## src/rtl/tsd_pkg.sv

```systemverilog
// Shared types and constants for the touchpad swipe detector.
`default_nettype none

package tsd_pkg;

    localparam int THR_BITS    = 13;
    localparam int THR_SQ_BITS = 2 * (THR_BITS + 1);
    localparam int TMO_BITS    = 16;
    localparam int TIME_BITS   = 32;
    localparam int DIR_BITS    = 2;
    localparam int CFG_IDX_BITS  = 2;
    localparam int CFG_DATA_BITS = 16;

    // reset values of the threshold (50, stored as 51 squared) and timeout
    localparam logic [THR_SQ_BITS-1:0] THR_SQ_RESET = THR_SQ_BITS'(51 * 51);
    localparam logic [TMO_BITS-1:0]    TMO_RESET    = TMO_BITS'(500);

    typedef enum logic [CFG_IDX_BITS-1:0] {
        CFG_ENABLE    = 2'd0,
        CFG_THRESHOLD = 2'd1,
        CFG_TIMEOUT   = 2'd2
    } cfg_idx_t;

    typedef enum logic [DIR_BITS-1:0] {
        DIR_RIGHT = 2'd0,
        DIR_LEFT  = 2'd1,
        DIR_DOWN  = 2'd2,
        DIR_UP    = 2'd3
    } dir_t;

    typedef struct packed {
        logic                   enable;
        logic [THR_SQ_BITS-1:0] thr_sq;   // (threshold + 1) squared
        logic [TMO_BITS-1:0]    timeout;
    } cfg_t;

endpackage

`default_nettype wire

```

## src/rtl/tsd_cfg.sv

```systemverilog
// Configuration register bank of the swipe detector.
`default_nettype none

module tsd_cfg
    import tsd_pkg::*;
(
    input  wire logic                     clk,
    input  wire logic                     rst_n,
    input  wire logic                     cfg_valid,
    output logic                          cfg_ready,
    input  wire logic [CFG_IDX_BITS-1:0]  cfg_index,
    input  wire logic [CFG_DATA_BITS-1:0] cfg_data,
    output cfg_t                          cfg
);

    logic                   enable_reg, enable_next;
    logic [THR_SQ_BITS-1:0] thr_sq_reg, thr_sq_next;
    logic [TMO_BITS-1:0]    timeout_reg, timeout_next;
    logic [THR_BITS:0]      lim;

    assign cfg_ready = 1'b1;
    // threshold is kept squared so the datapath needs no third multiplier
    assign lim = {1'b0, cfg_data[THR_BITS-1:0]} + {{THR_BITS{1'b0}}, 1'b1};

    always_comb
    begin
        enable_next  = enable_reg;
        thr_sq_next  = thr_sq_reg;
        timeout_next = timeout_reg;
        if (cfg_valid && cfg_ready)
        begin
            unique case (cfg_index)
                CFG_ENABLE:    enable_next  = cfg_data[0];
                CFG_THRESHOLD: thr_sq_next  = {{(THR_SQ_BITS-THR_BITS-1){1'b0}}, lim}
                                            * {{(THR_SQ_BITS-THR_BITS-1){1'b0}}, lim};
                CFG_TIMEOUT:   timeout_next = cfg_data[TMO_BITS-1:0];
                default:       ;
            endcase
        end
    end

    always_ff @(posedge clk or negedge rst_n)
    begin
        if (!rst_n)
        begin
            enable_reg  <= 1'b0;
            thr_sq_reg  <= THR_SQ_RESET;
            timeout_reg <= TMO_RESET;
        end
        else
        begin
            enable_reg  <= enable_next;
            thr_sq_reg  <= thr_sq_next;
            timeout_reg <= timeout_next;
        end
    end

    assign cfg.enable  = enable_reg;
    assign cfg.thr_sq  = thr_sq_reg;
    assign cfg.timeout = timeout_reg;

endmodule

`default_nettype wire

```

## src/rtl/tsd_engine.sv

```systemverilog
// Gesture state and combinational swipe evaluation.
`default_nettype none

module tsd_engine
    import tsd_pkg::*;
#(
    parameter int COORD_BITS = 12
)
(
    input  wire logic                  clk,
    input  wire logic                  rst_n,
    input  wire logic                  fire,
    input  wire logic                  touch_active,
    input  wire logic [COORD_BITS-1:0] touch_x,
    input  wire logic [COORD_BITS-1:0] touch_y,
    input  wire logic [TIME_BITS-1:0]  now_ms,
    input  cfg_t                       cfg,
    output logic                       res_valid,
    output dir_t                       res_dir
);

    localparam int SQ_BITS   = 2 * COORD_BITS;
    localparam int DIST_BITS = SQ_BITS + 1;
    localparam int CMP_BITS  = (DIST_BITS > THR_SQ_BITS) ? DIST_BITS : THR_SQ_BITS;

    logic                  in_progress_reg, in_progress_next;
    logic [COORD_BITS-1:0] start_x_reg, start_x_next;
    logic [COORD_BITS-1:0] start_y_reg, start_y_next;
    logic [TIME_BITS-1:0]  start_time_reg, start_time_next;
    logic                  prev_active_reg, prev_active_next;
    logic [COORD_BITS-1:0] prev_x_reg, prev_x_next;
    logic [COORD_BITS-1:0] prev_y_reg, prev_y_next;

    logic [COORD_BITS:0]   dx, dy, neg_dx, neg_dy;
    logic [COORD_BITS-1:0] ax, ay;
    logic [SQ_BITS-1:0]    sq_x, sq_y;
    logic [DIST_BITS-1:0]  dist2;
    logic [TIME_BITS-1:0]  elapsed, timeout_ext;
    logic                  press, release_evt, expired, far_enough, in_time;

    // displacement from the start point to the last active sample
    assign dx     = {1'b0, prev_x_reg} - {1'b0, start_x_reg};
    assign dy     = {1'b0, prev_y_reg} - {1'b0, start_y_reg};
    assign neg_dx = -dx;
    assign neg_dy = -dy;
    assign ax     = dx[COORD_BITS] ? neg_dx[COORD_BITS-1:0] : dx[COORD_BITS-1:0];
    assign ay     = dy[COORD_BITS] ? neg_dy[COORD_BITS-1:0] : dy[COORD_BITS-1:0];
    assign sq_x   = {{COORD_BITS{1'b0}}, ax} * {{COORD_BITS{1'b0}}, ax};
    assign sq_y   = {{COORD_BITS{1'b0}}, ay} * {{COORD_BITS{1'b0}}, ay};
    assign dist2  = {1'b0, sq_x} + {1'b0, sq_y};
    assign far_enough = CMP_BITS'(dist2) >= CMP_BITS'(cfg.thr_sq);

    // elapsed time wraps with the timestamp
    assign elapsed     = now_ms - start_time_reg;
    assign timeout_ext = {{(TIME_BITS-TMO_BITS){1'b0}}, cfg.timeout};
    assign in_time     = elapsed < timeout_ext;

    assign press       = !in_progress_reg && touch_active && !prev_active_reg;
    assign release_evt = in_progress_reg && !touch_active && prev_active_reg;
    assign expired     = in_progress_reg && (elapsed > timeout_ext);

    always_comb
    begin
        in_progress_next = in_progress_reg;
        start_x_next     = start_x_reg;
        start_y_next     = start_y_reg;
        start_time_next  = start_time_reg;
        prev_active_next = prev_active_reg;
        prev_x_next      = prev_x_reg;
        prev_y_next      = prev_y_reg;
        res_valid        = 1'b0;
        if (fire)
        begin
            if (cfg.enable)
            begin
                if (press)
                begin
                    start_x_next     = touch_x;
                    start_y_next     = touch_y;
                    start_time_next  = now_ms;
                    in_progress_next = 1'b1;
                end
                else if (release_evt)
                begin
                    res_valid        = in_time && far_enough;
                    in_progress_next = 1'b0;
                end
                else if (expired)
                begin
                    in_progress_next = 1'b0;
                end
            end
            prev_active_next = touch_active;
            prev_x_next      = touch_x;
            prev_y_next      = touch_y;
        end
    end

    always_comb
    begin
        if (ax > ay)
            res_dir = (!dx[COORD_BITS] && (dx != '0)) ? DIR_RIGHT : DIR_LEFT;
        else
            res_dir = (!dy[COORD_BITS] && (dy != '0)) ? DIR_DOWN : DIR_UP;
    end

    always_ff @(posedge clk or negedge rst_n)
    begin
        if (!rst_n)
        begin
            in_progress_reg <= 1'b0;
            start_x_reg     <= '0;
            start_y_reg     <= '0;
            start_time_reg  <= '0;
            prev_active_reg <= 1'b0;
            prev_x_reg      <= '0;
            prev_y_reg      <= '0;
        end
        else
        begin
            in_progress_reg <= in_progress_next;
            start_x_reg     <= start_x_next;
            start_y_reg     <= start_y_next;
            start_time_reg  <= start_time_next;
            prev_active_reg <= prev_active_next;
            prev_x_reg      <= prev_x_next;
            prev_y_reg      <= prev_y_next;
        end
    end

    // a result needs a release of a swipe in progress
    a_res_on_release: assert property (@(posedge clk) disable iff (!rst_n)
        res_valid |-> fire && in_progress_reg && prev_active_reg && !touch_active)
        else $error("swipe result without release");

    // detection off: gesture state holds
    a_hold_disabled: assert property (@(posedge clk) disable iff (!rst_n)
        fire && !cfg.enable |=> $stable(in_progress_reg) && $stable(start_time_reg))
        else $error("gesture state moved while disabled");

    // a result ends the swipe
    a_res_ends: assert property (@(posedge clk) disable iff (!rst_n)
        res_valid |=> !in_progress_reg)
        else $error("swipe still in progress after result");

endmodule

`default_nettype wire

```

## src/rtl/touch_swipe_detector_core.sv

```systemverilog
// Top level of the touchpad swipe detector: sample register, engine, result register.
`default_nettype none

//  channel   direction  handshake             payload
//  in        input      in_valid / in_stall   touch_active, touch_x, touch_y, now_ms
//  out       output     out_valid / out_stall swipe_direction
//  cfg       input      cfg_valid / cfg_ready cfg_index, cfg_data
//
//  One sample per cycle sustained while no held result blocks the engine. The
//  sample is registered, then evaluated against the gesture state in one pass
//  and the result (if any) lands in the output register. Reset clears gesture
//  state and loads the default configuration; no clearing pass. A stalled
//  result holds in the output register; the sample register still takes a
//  transfer and only back-pressures when both it and the result are held.

module touch_swipe_detector_core
    import tsd_pkg::*;
#(
    parameter int COORD_BITS = 12
)
(
    input  wire logic                     clk,
    input  wire logic                     rst_n,
    input  wire logic                     in_valid,
    output logic                          in_stall,
    input  wire logic                     touch_active,
    input  wire logic [COORD_BITS-1:0]    touch_x,
    input  wire logic [COORD_BITS-1:0]    touch_y,
    input  wire logic [TIME_BITS-1:0]     now_ms,
    output logic                          out_valid,
    input  wire logic                     out_stall,
    output logic [DIR_BITS-1:0]           swipe_direction,
    input  wire logic                     cfg_valid,
    output logic                          cfg_ready,
    input  wire logic [CFG_IDX_BITS-1:0]  cfg_index,
    input  wire logic [CFG_DATA_BITS-1:0] cfg_data
);

    cfg_t cfg;

    // sample register
    logic                  s_vld_reg, s_vld_next;
    logic                  s_active_reg, s_active_next;
    logic [COORD_BITS-1:0] s_x_reg, s_x_next;
    logic [COORD_BITS-1:0] s_y_reg, s_y_next;
    logic [TIME_BITS-1:0]  s_now_reg, s_now_next;

    // result register
    logic                  o_vld_reg, o_vld_next;
    dir_t                  o_dir_reg, o_dir_next;

    logic                  in_xfer;
    logic                  advance;   // sample moves through the engine
    logic                  res_valid;
    dir_t                  res_dir;

    tsd_cfg u_cfg
    (
        .clk       (clk),
        .rst_n     (rst_n),
        .cfg_valid (cfg_valid),
        .cfg_ready (cfg_ready),
        .cfg_index (cfg_index),
        .cfg_data  (cfg_data),
        .cfg       (cfg)
    );

    tsd_engine #(.COORD_BITS(COORD_BITS)) u_engine
    (
        .clk          (clk),
        .rst_n        (rst_n),
        .fire         (advance),
        .touch_active (s_active_reg),
        .touch_x      (s_x_reg),
        .touch_y      (s_y_reg),
        .now_ms       (s_now_reg),
        .cfg          (cfg),
        .res_valid    (res_valid),
        .res_dir      (res_dir)
    );

    // engine runs unless a held result blocks its output slot
    assign advance  = s_vld_reg && !(o_vld_reg && out_stall);
    assign in_stall = s_vld_reg && !advance;
    assign in_xfer  = in_valid && !in_stall;

    always_comb
    begin
        s_vld_next    = s_vld_reg;
        s_active_next = s_active_reg;
        s_x_next      = s_x_reg;
        s_y_next      = s_y_reg;
        s_now_next    = s_now_reg;
        if (in_xfer)
        begin
            s_vld_next    = 1'b1;
            s_active_next = touch_active;
            s_x_next      = touch_x;
            s_y_next      = touch_y;
            s_now_next    = now_ms;
        end
        else if (advance)
        begin
            s_vld_next = 1'b0;
        end

        o_vld_next = o_vld_reg;
        o_dir_next = o_dir_reg;
        if (advance)
        begin
            o_vld_next = res_valid;
            if (res_valid)
                o_dir_next = res_dir;
        end
        else if (o_vld_reg && !out_stall)
        begin
            o_vld_next = 1'b0;
        end
    end

    always_ff @(posedge clk or negedge rst_n)
    begin
        if (!rst_n)
        begin
            s_vld_reg    <= 1'b0;
            s_active_reg <= 1'b0;
            s_x_reg      <= '0;
            s_y_reg      <= '0;
            s_now_reg    <= '0;
            o_vld_reg    <= 1'b0;
            o_dir_reg    <= DIR_RIGHT;
        end
        else
        begin
            s_vld_reg    <= s_vld_next;
            s_active_reg <= s_active_next;
            s_x_reg      <= s_x_next;
            s_y_reg      <= s_y_next;
            s_now_reg    <= s_now_next;
            o_vld_reg    <= o_vld_next;
            o_dir_reg    <= o_dir_next;
        end
    end

    assign out_valid       = o_vld_reg;
    assign swipe_direction = o_dir_reg;

endmodule

`default_nettype wire

```

## config.mk

```make
export PLATFORM = sky130hd
export DESIGN_NAME = touch_swipe_detector_core
export DESIGN_NICKNAME = d
export VERILOG_FILES = /design/src/rtl/tsd_pkg.sv /design/src/rtl/tsd_cfg.sv /design/src/rtl/tsd_engine.sv /design/src/rtl/touch_swipe_detector_core.sv
export SDC_FILE = /design/constraint.sdc
export NUM_CORES = 1
export LEC_CHECK = 0
export ABC_AREA = 1
export BUFFER_PORTS_ARGS = -buffer_cell sky130_fd_sc_hd__buf_2
export CAP_MARGIN = 20
export CORE_ASPECT_RATIO = 0.9
export CORE_MARGIN = 2
export CORE_UTILIZATION = 39
export CTS_BUF_LIST = sky130_fd_sc_hd__clkbuf_4 sky130_fd_sc_hd__clkbuf_8 sky130_fd_sc_hd__clkbuf_16
export DETAILED_ROUTE_END_ITERATION = 8
export SETUP_SLACK_MARGIN = 0.4
export SYNTH_ARGS = -nofsm -noshare
export SYNTH_HDL_FRONTEND = slang
export SYNTH_HIERARCHICAL = 1
export SYNTH_SLANG_ARGS = --single-unit
```

## constraint.sdc

```tcl
create_clock -name clk -period 17.5 [get_ports clk]
set_clock_uncertainty 0.2 [all_clocks]
set_input_delay 2.625 -clock clk [delete_from_list [all_inputs] [get_ports clk]]
set_output_delay 2.625 -clock clk [all_outputs]
set_load 0.005 [all_outputs]
```

==> impl_results.html, run 1 <==
<table>
<tr><th>Metric</th><th>Value</th></tr>
<tr><th colspan="2">Clocking</th></tr>
<tr><td>Sinks on Clock Net</td><td>187</td></tr>
<tr><td>Number of gates resized after cts</td><td>0</td></tr>
<tr><td>Hold_buf cts</td><td>0</td></tr>
<tr><td>Maximum count of clock buffers along a single path</td><td>2</td></tr>
<tr><td>Clock tree root buffer cell</td><td>clkbuf_16</td></tr>
<tr><td>CTS clk-pin slew, worst paths</td><td>80 ps</td></tr>
<tr><td>Total number of H-tree levels</td><td>4</td></tr>
<tr><td>Clock buffer count from CTS</td><td>17</td></tr>
<tr><td>Postcts setup bufs</td><td>0</td></tr>
<tr><td>Worst-skew pair later-pin latency</td><td>470 ps</td></tr>
<tr><td>TritonCTS clock tree</td><td>done</td></tr>
<tr><th colspan="2">Floorplanning</th></tr>
<tr><td>Boundary pin count</td><td>85</td></tr>
<tr><td>Die outline area</td><td>69940 sq um</td></tr>
<tr><td>Starting Density</td><td>between 30% and 40%</td></tr>
<tr><td>Chip Width</td><td>278.6 um</td></tr>
<tr><td>Placeable Area</td><td>around 67000 sq um</td></tr>
<tr><td>Row count</td><td>90</td></tr>
<tr><td>Die outline height</td><td>251.1 um</td></tr>
<tr><th colspan="2">Drt</th></tr>
<tr><td>Average wire length per cell after detail routing</td><td>14.32 um</td></tr>
<tr><td>DRC violations left</td><td>0</td></tr>
<tr><td>Antenna violation net count after detailed routing</td><td>0</td></tr>
<tr><td>First-pass detailed-route iteration total</td><td>5</td></tr>
<tr><td>First-iteration detailed-routing DRC count</td><td>971</td></tr>
<tr><td>Detailed-route via count</td><td>21025</td></tr>
<tr><td>Post-detailed-route via-to-cell ratio</td><td>4.784</td></tr>
<tr><td>Detailed Route WL</td><td>~63 mm</td></tr>
<tr><th colspan="2">Timing</th></tr>
<tr><td>Worst-Margin Slew</td><td>between 900 and 1000 ps</td></tr>
<tr><td>Final TNS setup</td><td>0 ps</td></tr>
<tr><td>Hold violation total from the final report</td><td>0</td></tr>
<tr><td>Unrepaired setup endpoints after global routing</td><td>false</td></tr>
<tr><td>Worst max-slew margin expressed relative to the limit</td><td>37.86%</td></tr>
<tr><td>Tmin final</td><td>about 10000 ps</td></tr>
<tr><td>Number of pins exceeding their max-slew limit in the final report</td><td>0</td></tr>
<tr><td>Share of the clock period used by the worst path after layout</td><td>59.88%</td></tr>
<tr><td>Setup violation total in the final timing report</td><td>0</td></tr>
<tr><td>Peak Freq</td><td>95.43 MHz</td></tr>
<tr><th colspan="2">Synthesis</th></tr>
<tr><td>Synthesized instance count</td><td>around 3400</td></tr>
<tr><td>Post-synth EDFFs</td><td>0</td></tr>
<tr><td>FFs w/ async S/R, synth</td><td>100.0%</td></tr>
<tr><td>Synthesis warning total</td><td>6</td></tr>
<tr><td>Share of the synthesized area in the top cell type</td><td>24.29%</td></tr>
<tr><td>Post-synthesis instance area</td><td>26460 sq um</td></tr>
<tr><td>Synth unique cells</td><td>50</td></tr>
<tr><td>Compound-cell area share of the yosys netlist</td><td>6.025%</td></tr>
<tr><td>Sequential fraction of the synthesis area</td><td>17.74%</td></tr>
<tr><td>FF+latch count, synth</td><td>roughly 190</td></tr>
<tr><td>Cell types with the largest area share after synthesis</td><td>fa_1, dfrtp_1, ha_1</td></tr>
<tr><td>Prevailing post-synth register cell</td><td>dfrtp_1</td></tr>
<tr><td>Simple-gate share of the synthesized area</td><td>21.05%</td></tr>
<tr><td>Largest area contributor in the synthesized netlist</td><td>fa_1</td></tr>
<tr><td>Combinational family with the most area after synthesis</td><td>adder cells</td></tr>
<tr><td>Synth Area in XOR/XNOR</td><td>3.135%</td></tr>
<tr><td>Share of synthesized area spent on multiplexers</td><td>less than 1%</td></tr>
<tr><td>Adder and majority cell fraction of the synthesized area</td><td>38.57%</td></tr>
<tr><td>Post-synthesis area per instance</td><td>roughly 7.7 sq um</td></tr>
<tr><th colspan="2">Hold path</th></tr>
<tr><td>Count of cells along the worst hold path</td><td>2</td></tr>
<tr><td>Worst hold path class</td><td>flop to flop</td></tr>
<tr><th colspan="2">Finish</th></tr>
<tr><td>Share of cells above drive strength 1</td><td>5.993%</td></tr>
<tr><td>Final cell utilization of the core</td><td>42.32%</td></tr>
<tr><td>Count of antenna diodes in the layout</td><td>0</td></tr>
<tr><td>Layout Nets</td><td>4211</td></tr>
<tr><td>Relative area change from synthesis to final layout</td><td>7.358%</td></tr>
<tr><td>Final instance count without filler cells</td><td>4395</td></tr>
<tr><th colspan="2">GRT</th></tr>
<tr><td>Total routing usage reported by global routing</td><td>18.75%</td></tr>
<tr><td>Pin count of the biggest net entering global routing</td><td>118</td></tr>
<tr><td>Vias in the first global route</td><td>between 20000 and 25000</td></tr>
<tr><td>Number of antenna violations at the first check in global routing</td><td>1</td></tr>
<tr><td>GR Overflow Total</td><td>0</td></tr>
<tr><td>First-pass GRT wire length</td><td>105.9 mm</td></tr>
<tr><th colspan="2">Setup path</th></tr>
<tr><td>Worst Reg-to-Reg Cells</td><td>49</td></tr>
<tr><td>Crit Path Class</td><td>flop to flop</td></tr>
<tr><td>Kind of start point of the critical path</td><td>flop</td></tr>
<tr><td>Slowest library cell on the worst path</td><td>fa_1</td></tr>
<tr><td>WP data arrival</td><td>about 11000 ps</td></tr>
<tr><td>Delay of the slowest cell on the worst path</td><td>590 ps</td></tr>
<tr><td>Cell repeated most along the worst path</td><td>nand2_1</td></tr>
<tr><td>Required time of the critical path</td><td>between 15000 and 20000 ps</td></tr>
<tr><td>Kind of capture point of the worst setup path</td><td>flop</td></tr>
<tr><td>Largest driver fanout on the critical path</td><td>14</td></tr>
<tr><th colspan="2">Place</th></tr>
<tr><td>Number of instances in the placed design</td><td>4362</td></tr>
<tr><td>Post-detail-place hpwl</td><td>53.33 mm</td></tr>
<tr><td>Port Buffers</td><td>83</td></tr>
<tr><td>Placer congestion estimate</td><td>just over 0.9</td></tr>
<tr><th colspan="2">Flow run</th></tr>
<tr><td>Max_cap viols</td><td>0</td></tr>
<tr><th colspan="2">Outcome</th></tr>
<tr><td>Result of the run</td><td>complete, no violations</td></tr>
</table>
-- synthesized netlist by cell type (all sizes together) (33+ instances only) --
cell    number
dfrtp      176
nand4       33
inv        821
o21ai       93
ha         302
nand2      760
nor2       322
clkbuf      39
xor2        59
nand3      183
a21oi      173
fa         321
-- critical path, delay by kind of cell, from the launching register on --
| kind | cells | cell delay [ps] |
|---|---|---|
| AO/OA/AOI/OAI | 4 | 1010 |
| XOR/XNOR | 1 | 140 |
| adder cells (fa/ha/maj) | 11 | 4860 |
| buffers and inverters | 11 | 1170 |
| flip-flops | 1 | 360 |
| AND/OR/NAND/NOR | 22 | 2590 |
-- area by class of cell --
type	count	area, sq um
inverter	821	3084
multi-input combinational	2384	18430
clock buffer	20	447.9
fill	7031	38710
tap	874	1094
sequential	187	4693
clock inverter	12	110.1
timing repair buffer	97	546.8
-- cell usage in the layout (no fill, tap or decap), drive strengths merged, types with 33 or more instances in the layout --
cell type and n:
a21oi 173, buf 95, dfrtp 176, fa 321, ha 302, inv 826
nand2 760, nand3 183, nand4 33, nor2 322, o21ai 93, xor2 59
-- worst paths after layout --
kind	startpoint	to	slack [ps]
setup reg to reg	u_engine/prev_x_reg[0]	swipe_direction[1]	7020
hold reg to reg	s_y_reg[10]	s_y_reg[10]	280
max in group asynchronous	rst_n	u_cfg/thr_sq_reg[16]	13570
setup / recovery	u_engine/prev_x_reg[0]	swipe_direction[1]	7020
hold / removal	s_y_reg[10]	s_y_reg[10]	280
min in group asynchronous	rst_n	s_now_reg[20]	2090
-- cell families (layout without fill, tap and decap cells) --
kind of cell,after synthesis,after routing
AND/OR/NAND/NOR,1348,1348
buffers and inverters,886,950
adder cells (fa/ha/maj),623,623
AO/OA/AOI/OAI,299,299
flip-flops,187,187
XOR/XNOR,87,87
multiplexers,14,14
other,2,13
-- metrics by stage --
stage | cell area [sq um] | hold WS (ps) | setup WS, ps
floorplan | 26500 | 241.9 | 8433
global placement | 27820 | 256.9 | 7312
detailed placement | 27820 | 262.1 | 7050
CTS | 28380 | 280.0 | 7035
global route | 28400 | 298.3 | 6258
finish | 28400 | 276.1 | 7021
-- per-layer routing --
metal	vias to the layer above	track usage, %	share of wire [%]
met5	-	0	0.016
met4	2	3.502	1.4
met3	52	2.574	4.5
met2	375	30.05	46
met1	10054	27.24	49
li1	10542	-	-
Power of run 1 is not shown: default switching activity piles up to over one toggle a cycle in this logic, so the estimate is an artifact.
==> inputs of run 2 (changes only) <==
- clock period: 17.5 -> 9.9 ns (I/O delays scaled with it)
==> run 2 against run 1 <==
Critical path depth is 3 lower. Critical endpoint is now swipe_direction[0]. Non-clock buffer count is 96 higher. Worst hold slack lost 2.6 ps. Highest routed layer unchanged. Critical path type unchanged. Largest cell class unchanged.
==> impl_results.html, run 2 (synthesis results as in run 1) <==
<table>
<tr><th>Metric</th><th>Value</th></tr>
<tr><th colspan="2">Outcome</th></tr>
<tr><td>Result of the run</td><td>complete, no violations</td></tr>
<tr><th colspan="2">Setup path</th></tr>
<tr><td>Required time of the critical path</td><td>10050 ps (-7610 ps)</td></tr>
<tr><td>WP data arrival</td><td>9500 ps (-1140 ps)</td></tr>
<tr><td>Register-to-register setup slack</td><td>550 ps (-6470 ps)</td></tr>
<tr><td>Slowest library cell on the worst path</td><td>fa_1</td></tr>
<tr><td>Kind of start point of the critical path</td><td>flop</td></tr>
<tr><td>Worst Reg-to-Reg Cells</td><td>46 (-6.1%)</td></tr>
<tr><td>Delay of the slowest cell on the worst path</td><td>610 ps (+20 ps)</td></tr>
<tr><td>Cell repeated most along the worst path</td><td>fa_1</td></tr>
<tr><td>Worst flop-to-flop path endpoint</td><td>swipe_direction[0]</td></tr>
<tr><td>Launch instance of the worst register-to-register path</td><td>u_engine/start_y_reg[0]</td></tr>
<tr><td>Kind of capture point of the worst setup path</td><td>flop</td></tr>
<tr><td>Crit Path Class</td><td>flop to flop</td></tr>
<tr><td>Largest driver fanout on the critical path</td><td>7 (-7)</td></tr>
<tr><th colspan="2">Drt</th></tr>
<tr><td>First-iteration detailed-routing DRC count</td><td>1179 (+21%)</td></tr>
<tr><td>DRC violations left</td><td>0 (unchanged)</td></tr>
<tr><td>Post-detailed-route via-to-cell ratio</td><td>4.741 (-0.89%)</td></tr>
<tr><td>Detailed-route via count</td><td>21297 (+1.3%)</td></tr>
<tr><td>Average wire length per cell after detail routing</td><td>14.41 um (+0.65%)</td></tr>
<tr><td>Antenna violation net count after detailed routing</td><td>0 (unchanged)</td></tr>
<tr><td>Detailed Route WL</td><td>64.75 mm (+2.9%)</td></tr>
<tr><td>First-pass detailed-route iteration total</td><td>5 (unchanged)</td></tr>
<tr><th colspan="2">Finish</th></tr>
<tr><td>Relative area change from synthesis to final layout</td><td>13.90%</td></tr>
<tr><td>Commonest non-fill, non-tap cell in the layout</td><td>inv_1</td></tr>
<tr><td>Layout Nets</td><td>4308 (+2.3%)</td></tr>
<tr><td>Share of cells above drive strength 1</td><td>12.77% (+6.8 points)</td></tr>
<tr><td>Count of antenna diodes in the layout</td><td>0 (unchanged)</td></tr>
<tr><td>Fill count</td><td>6754 (-3.9%)</td></tr>
<tr><td>Layout Cell Area excl Fill</td><td>30140 sq um (+6.1%)</td></tr>
<tr><td>Most frequent cells in the layout</td><td>inv_1, nand2_1, fa_1</td></tr>
<tr><th colspan="2">Place</th></tr>
<tr><td>Worst setup slack before clock tree synthesis</td><td>-68.00 ps (-7118 ps)</td></tr>
<tr><td>Area post-placement</td><td>28070 sq um (+0.91%)</td></tr>
<tr><td>Port Buffers</td><td>83 (unchanged)</td></tr>
<tr><td>Post-detail-place hpwl</td><td>53.87 mm (+1.0%)</td></tr>
<tr><td>Placer congestion estimate</td><td>0.9144 (-0.35%)</td></tr>
<tr><th colspan="2">Clocking</th></tr>
<tr><td>Sinks on Clock Net</td><td>187 (unchanged)</td></tr>
<tr><td>TritonCTS clock tree</td><td>done</td></tr>
<tr><td>Total number of H-tree levels</td><td>4 (unchanged)</td></tr>
<tr><td>Worst-skew pair later-pin latency</td><td>460 ps (about the same)</td></tr>
<tr><td>Hold_buf cts</td><td>0 (unchanged)</td></tr>
<tr><td>Clock buffer count from CTS</td><td>17 (unchanged)</td></tr>
<tr><td>CTS clk-pin slew, worst paths</td><td>70 ps (about the same)</td></tr>
<tr><td>Clock tree root buffer cell</td><td>clkbuf_16</td></tr>
<tr><td>Maximum count of clock buffers along a single path</td><td>2 (unchanged)</td></tr>
<tr><th colspan="2">Floorplanning</th></tr>
<tr><td>Starting Density</td><td>39.42% (unchanged)</td></tr>
<tr><td>Die outline height</td><td>251.1 um (unchanged)</td></tr>
<tr><td>Placeable Area</td><td>67110 sq um (unchanged)</td></tr>
<tr><td>Die outline area</td><td>69940 sq um (unchanged)</td></tr>
<tr><td>Chip Width</td><td>278.6 um (unchanged)</td></tr>
<tr><td>Boundary pin count</td><td>85 (unchanged)</td></tr>
<tr><td>Row count</td><td>90 (unchanged)</td></tr>
<tr><th colspan="2">Timing</th></tr>
<tr><td>Setup slack of the critical path after layout</td><td>552.0 ps (-6469 ps)</td></tr>
<tr><td>Final TNS setup</td><td>0 ps (unchanged)</td></tr>
<tr><td>Setup violation total in the final timing report</td><td>0 (unchanged)</td></tr>
<tr><td>Hold violation total from the final report</td><td>0 (unchanged)</td></tr>
<tr><td>Share of the clock period used by the worst path after layout</td><td>94.42% (+35 points)</td></tr>
<tr><td>Number of pins exceeding their max-slew limit in the final report</td><td>0 (unchanged)</td></tr>
<tr><td>Worst-Margin Slew</td><td>953.0 ps (+20.99 ps)</td></tr>
<tr><td>Unrepaired setup endpoints after global routing</td><td>true</td></tr>
<tr><td>Peak Freq</td><td>107.0 MHz (+12%)</td></tr>
<tr><td>Tmin final</td><td>9348 ps (-1131 ps)</td></tr>
<tr><td>Worst max-slew margin expressed relative to the limit</td><td>36.46% (-1.4 points)</td></tr>
<tr><th colspan="2">GRT</th></tr>
<tr><td>Vias in the first global route</td><td>21004 (+0.41%)</td></tr>
<tr><td>Number of antenna violations at the first check in global routing</td><td>1 (unchanged)</td></tr>
<tr><td>Pin count of the biggest net entering global routing</td><td>121 (+2.5%)</td></tr>
<tr><td>GR Overflow Total</td><td>0 (unchanged)</td></tr>
<tr><td>Total routing usage reported by global routing</td><td>19.04% (+0.28 points)</td></tr>
<tr><td>First-pass GRT wire length</td><td>107.2 mm (+1.2%)</td></tr>
<tr><th colspan="2">Hold path</th></tr>
<tr><td>Hold path startpoint</td><td>s_y_reg[5]</td></tr>
<tr><td>Terminating pin of the worst hold path</td><td>s_y_reg[5]</td></tr>
<tr><td>Count of cells along the worst hold path</td><td>2 (unchanged)</td></tr>
<tr><td>Worst hold path class</td><td>flop to flop</td></tr>
<tr><th colspan="2">Flow run</th></tr>
<tr><td>Max_cap viols</td><td>0 (unchanged)</td></tr>
</table>
-- run 2: cell types whose count changed in the layout (fill, tap and decap cells not counted), moves of 11 or more --
| cell | delta |
|---|---|
| buf_4 | +78 |
| nor2_1 | -40 |
| nand2_1 | -33 |
| nand2_2 | +24 |
| nor2_4 | +21 |
| nor2_2 | +19 |
| ha_1 | -17 |
| inv_1 | -17 |
| nand3_1 | -13 |
| nand3_2 | +13 |
| buf_6 | +12 |
| ha_4 | +11 |
-- run 2: critical path: cells and delay by family, from the launching register on --
family | cells | cell delay, ps
DFF | 1 | 410
and+or+nand+nor | 22 | 2590
xor gates and xnor gates | 1 | 80
buffers and inverters | 10 | 1080
AOI/OAI and AO/OA | 2 | 430
adders and majority gates | 11 | 4420
-- run 2: how the worst max path moves through the flow --
stage	startpoint	end	slack [ps]
floorplan	u_engine/prev_x_reg[0]	swipe_direction[0]	830
global placement	u_engine/prev_y_reg[0]	swipe_direction[1]	150
detailed placement	u_engine/prev_y_reg[0]	swipe_direction[0]	-70
CTS	u_engine/prev_x_reg[0]	swipe_direction[0]	410
global route	u_engine/start_y_reg[0]	swipe_direction[1]	160
finish	u_engine/start_y_reg[0]	swipe_direction[0]	550
-- run 2: what timing repair did --
item	4_1_cts	5_1_grt
pin swaps	22	95
gates resized for setup	70	163
cloned	1	1
endpoints found under the hold margin	0	0
setup buffers	22	41
endpoints found under the setup margin	3	3
-- run 2: layout make-up --
type                    instances  area (sq um)  share of cell area [%]
inverters                     821          3120                   10.35
repair buffers                193          1398                   4.638
repair inverters                1         7.507                 0.02491
flip-flops and latches        187          4693                   15.57
multi-input cells            2384         19200                   63.71
clock buffers                  19         446.7                   1.482
clock inverters                13         176.4                  0.5854
well taps                     874          1094                   3.629
-- run 2: layer usage --
layer  up-vias  wire, um  global-route usage (%)
li1      10770         -                       -
met1     10134     31530                   27.88
met2       345     29590                   30.40
met3        46      2821                   2.612
met4         2       796                   3.226
met5         -        10                       0
-- run 2: stage by stage --
step                      std cells  util [%]  hold WS [ps]
after detailed placement       4394     41.83         258.3
after floorplan                3457         -         241.9
final                          4492     44.90         273.5
after CTS                      4449     43.45         277.1
after global routing           4492     44.90         304.6
after global placement         4394     41.83         255.9
Power of run 2 is left out for the same reason.
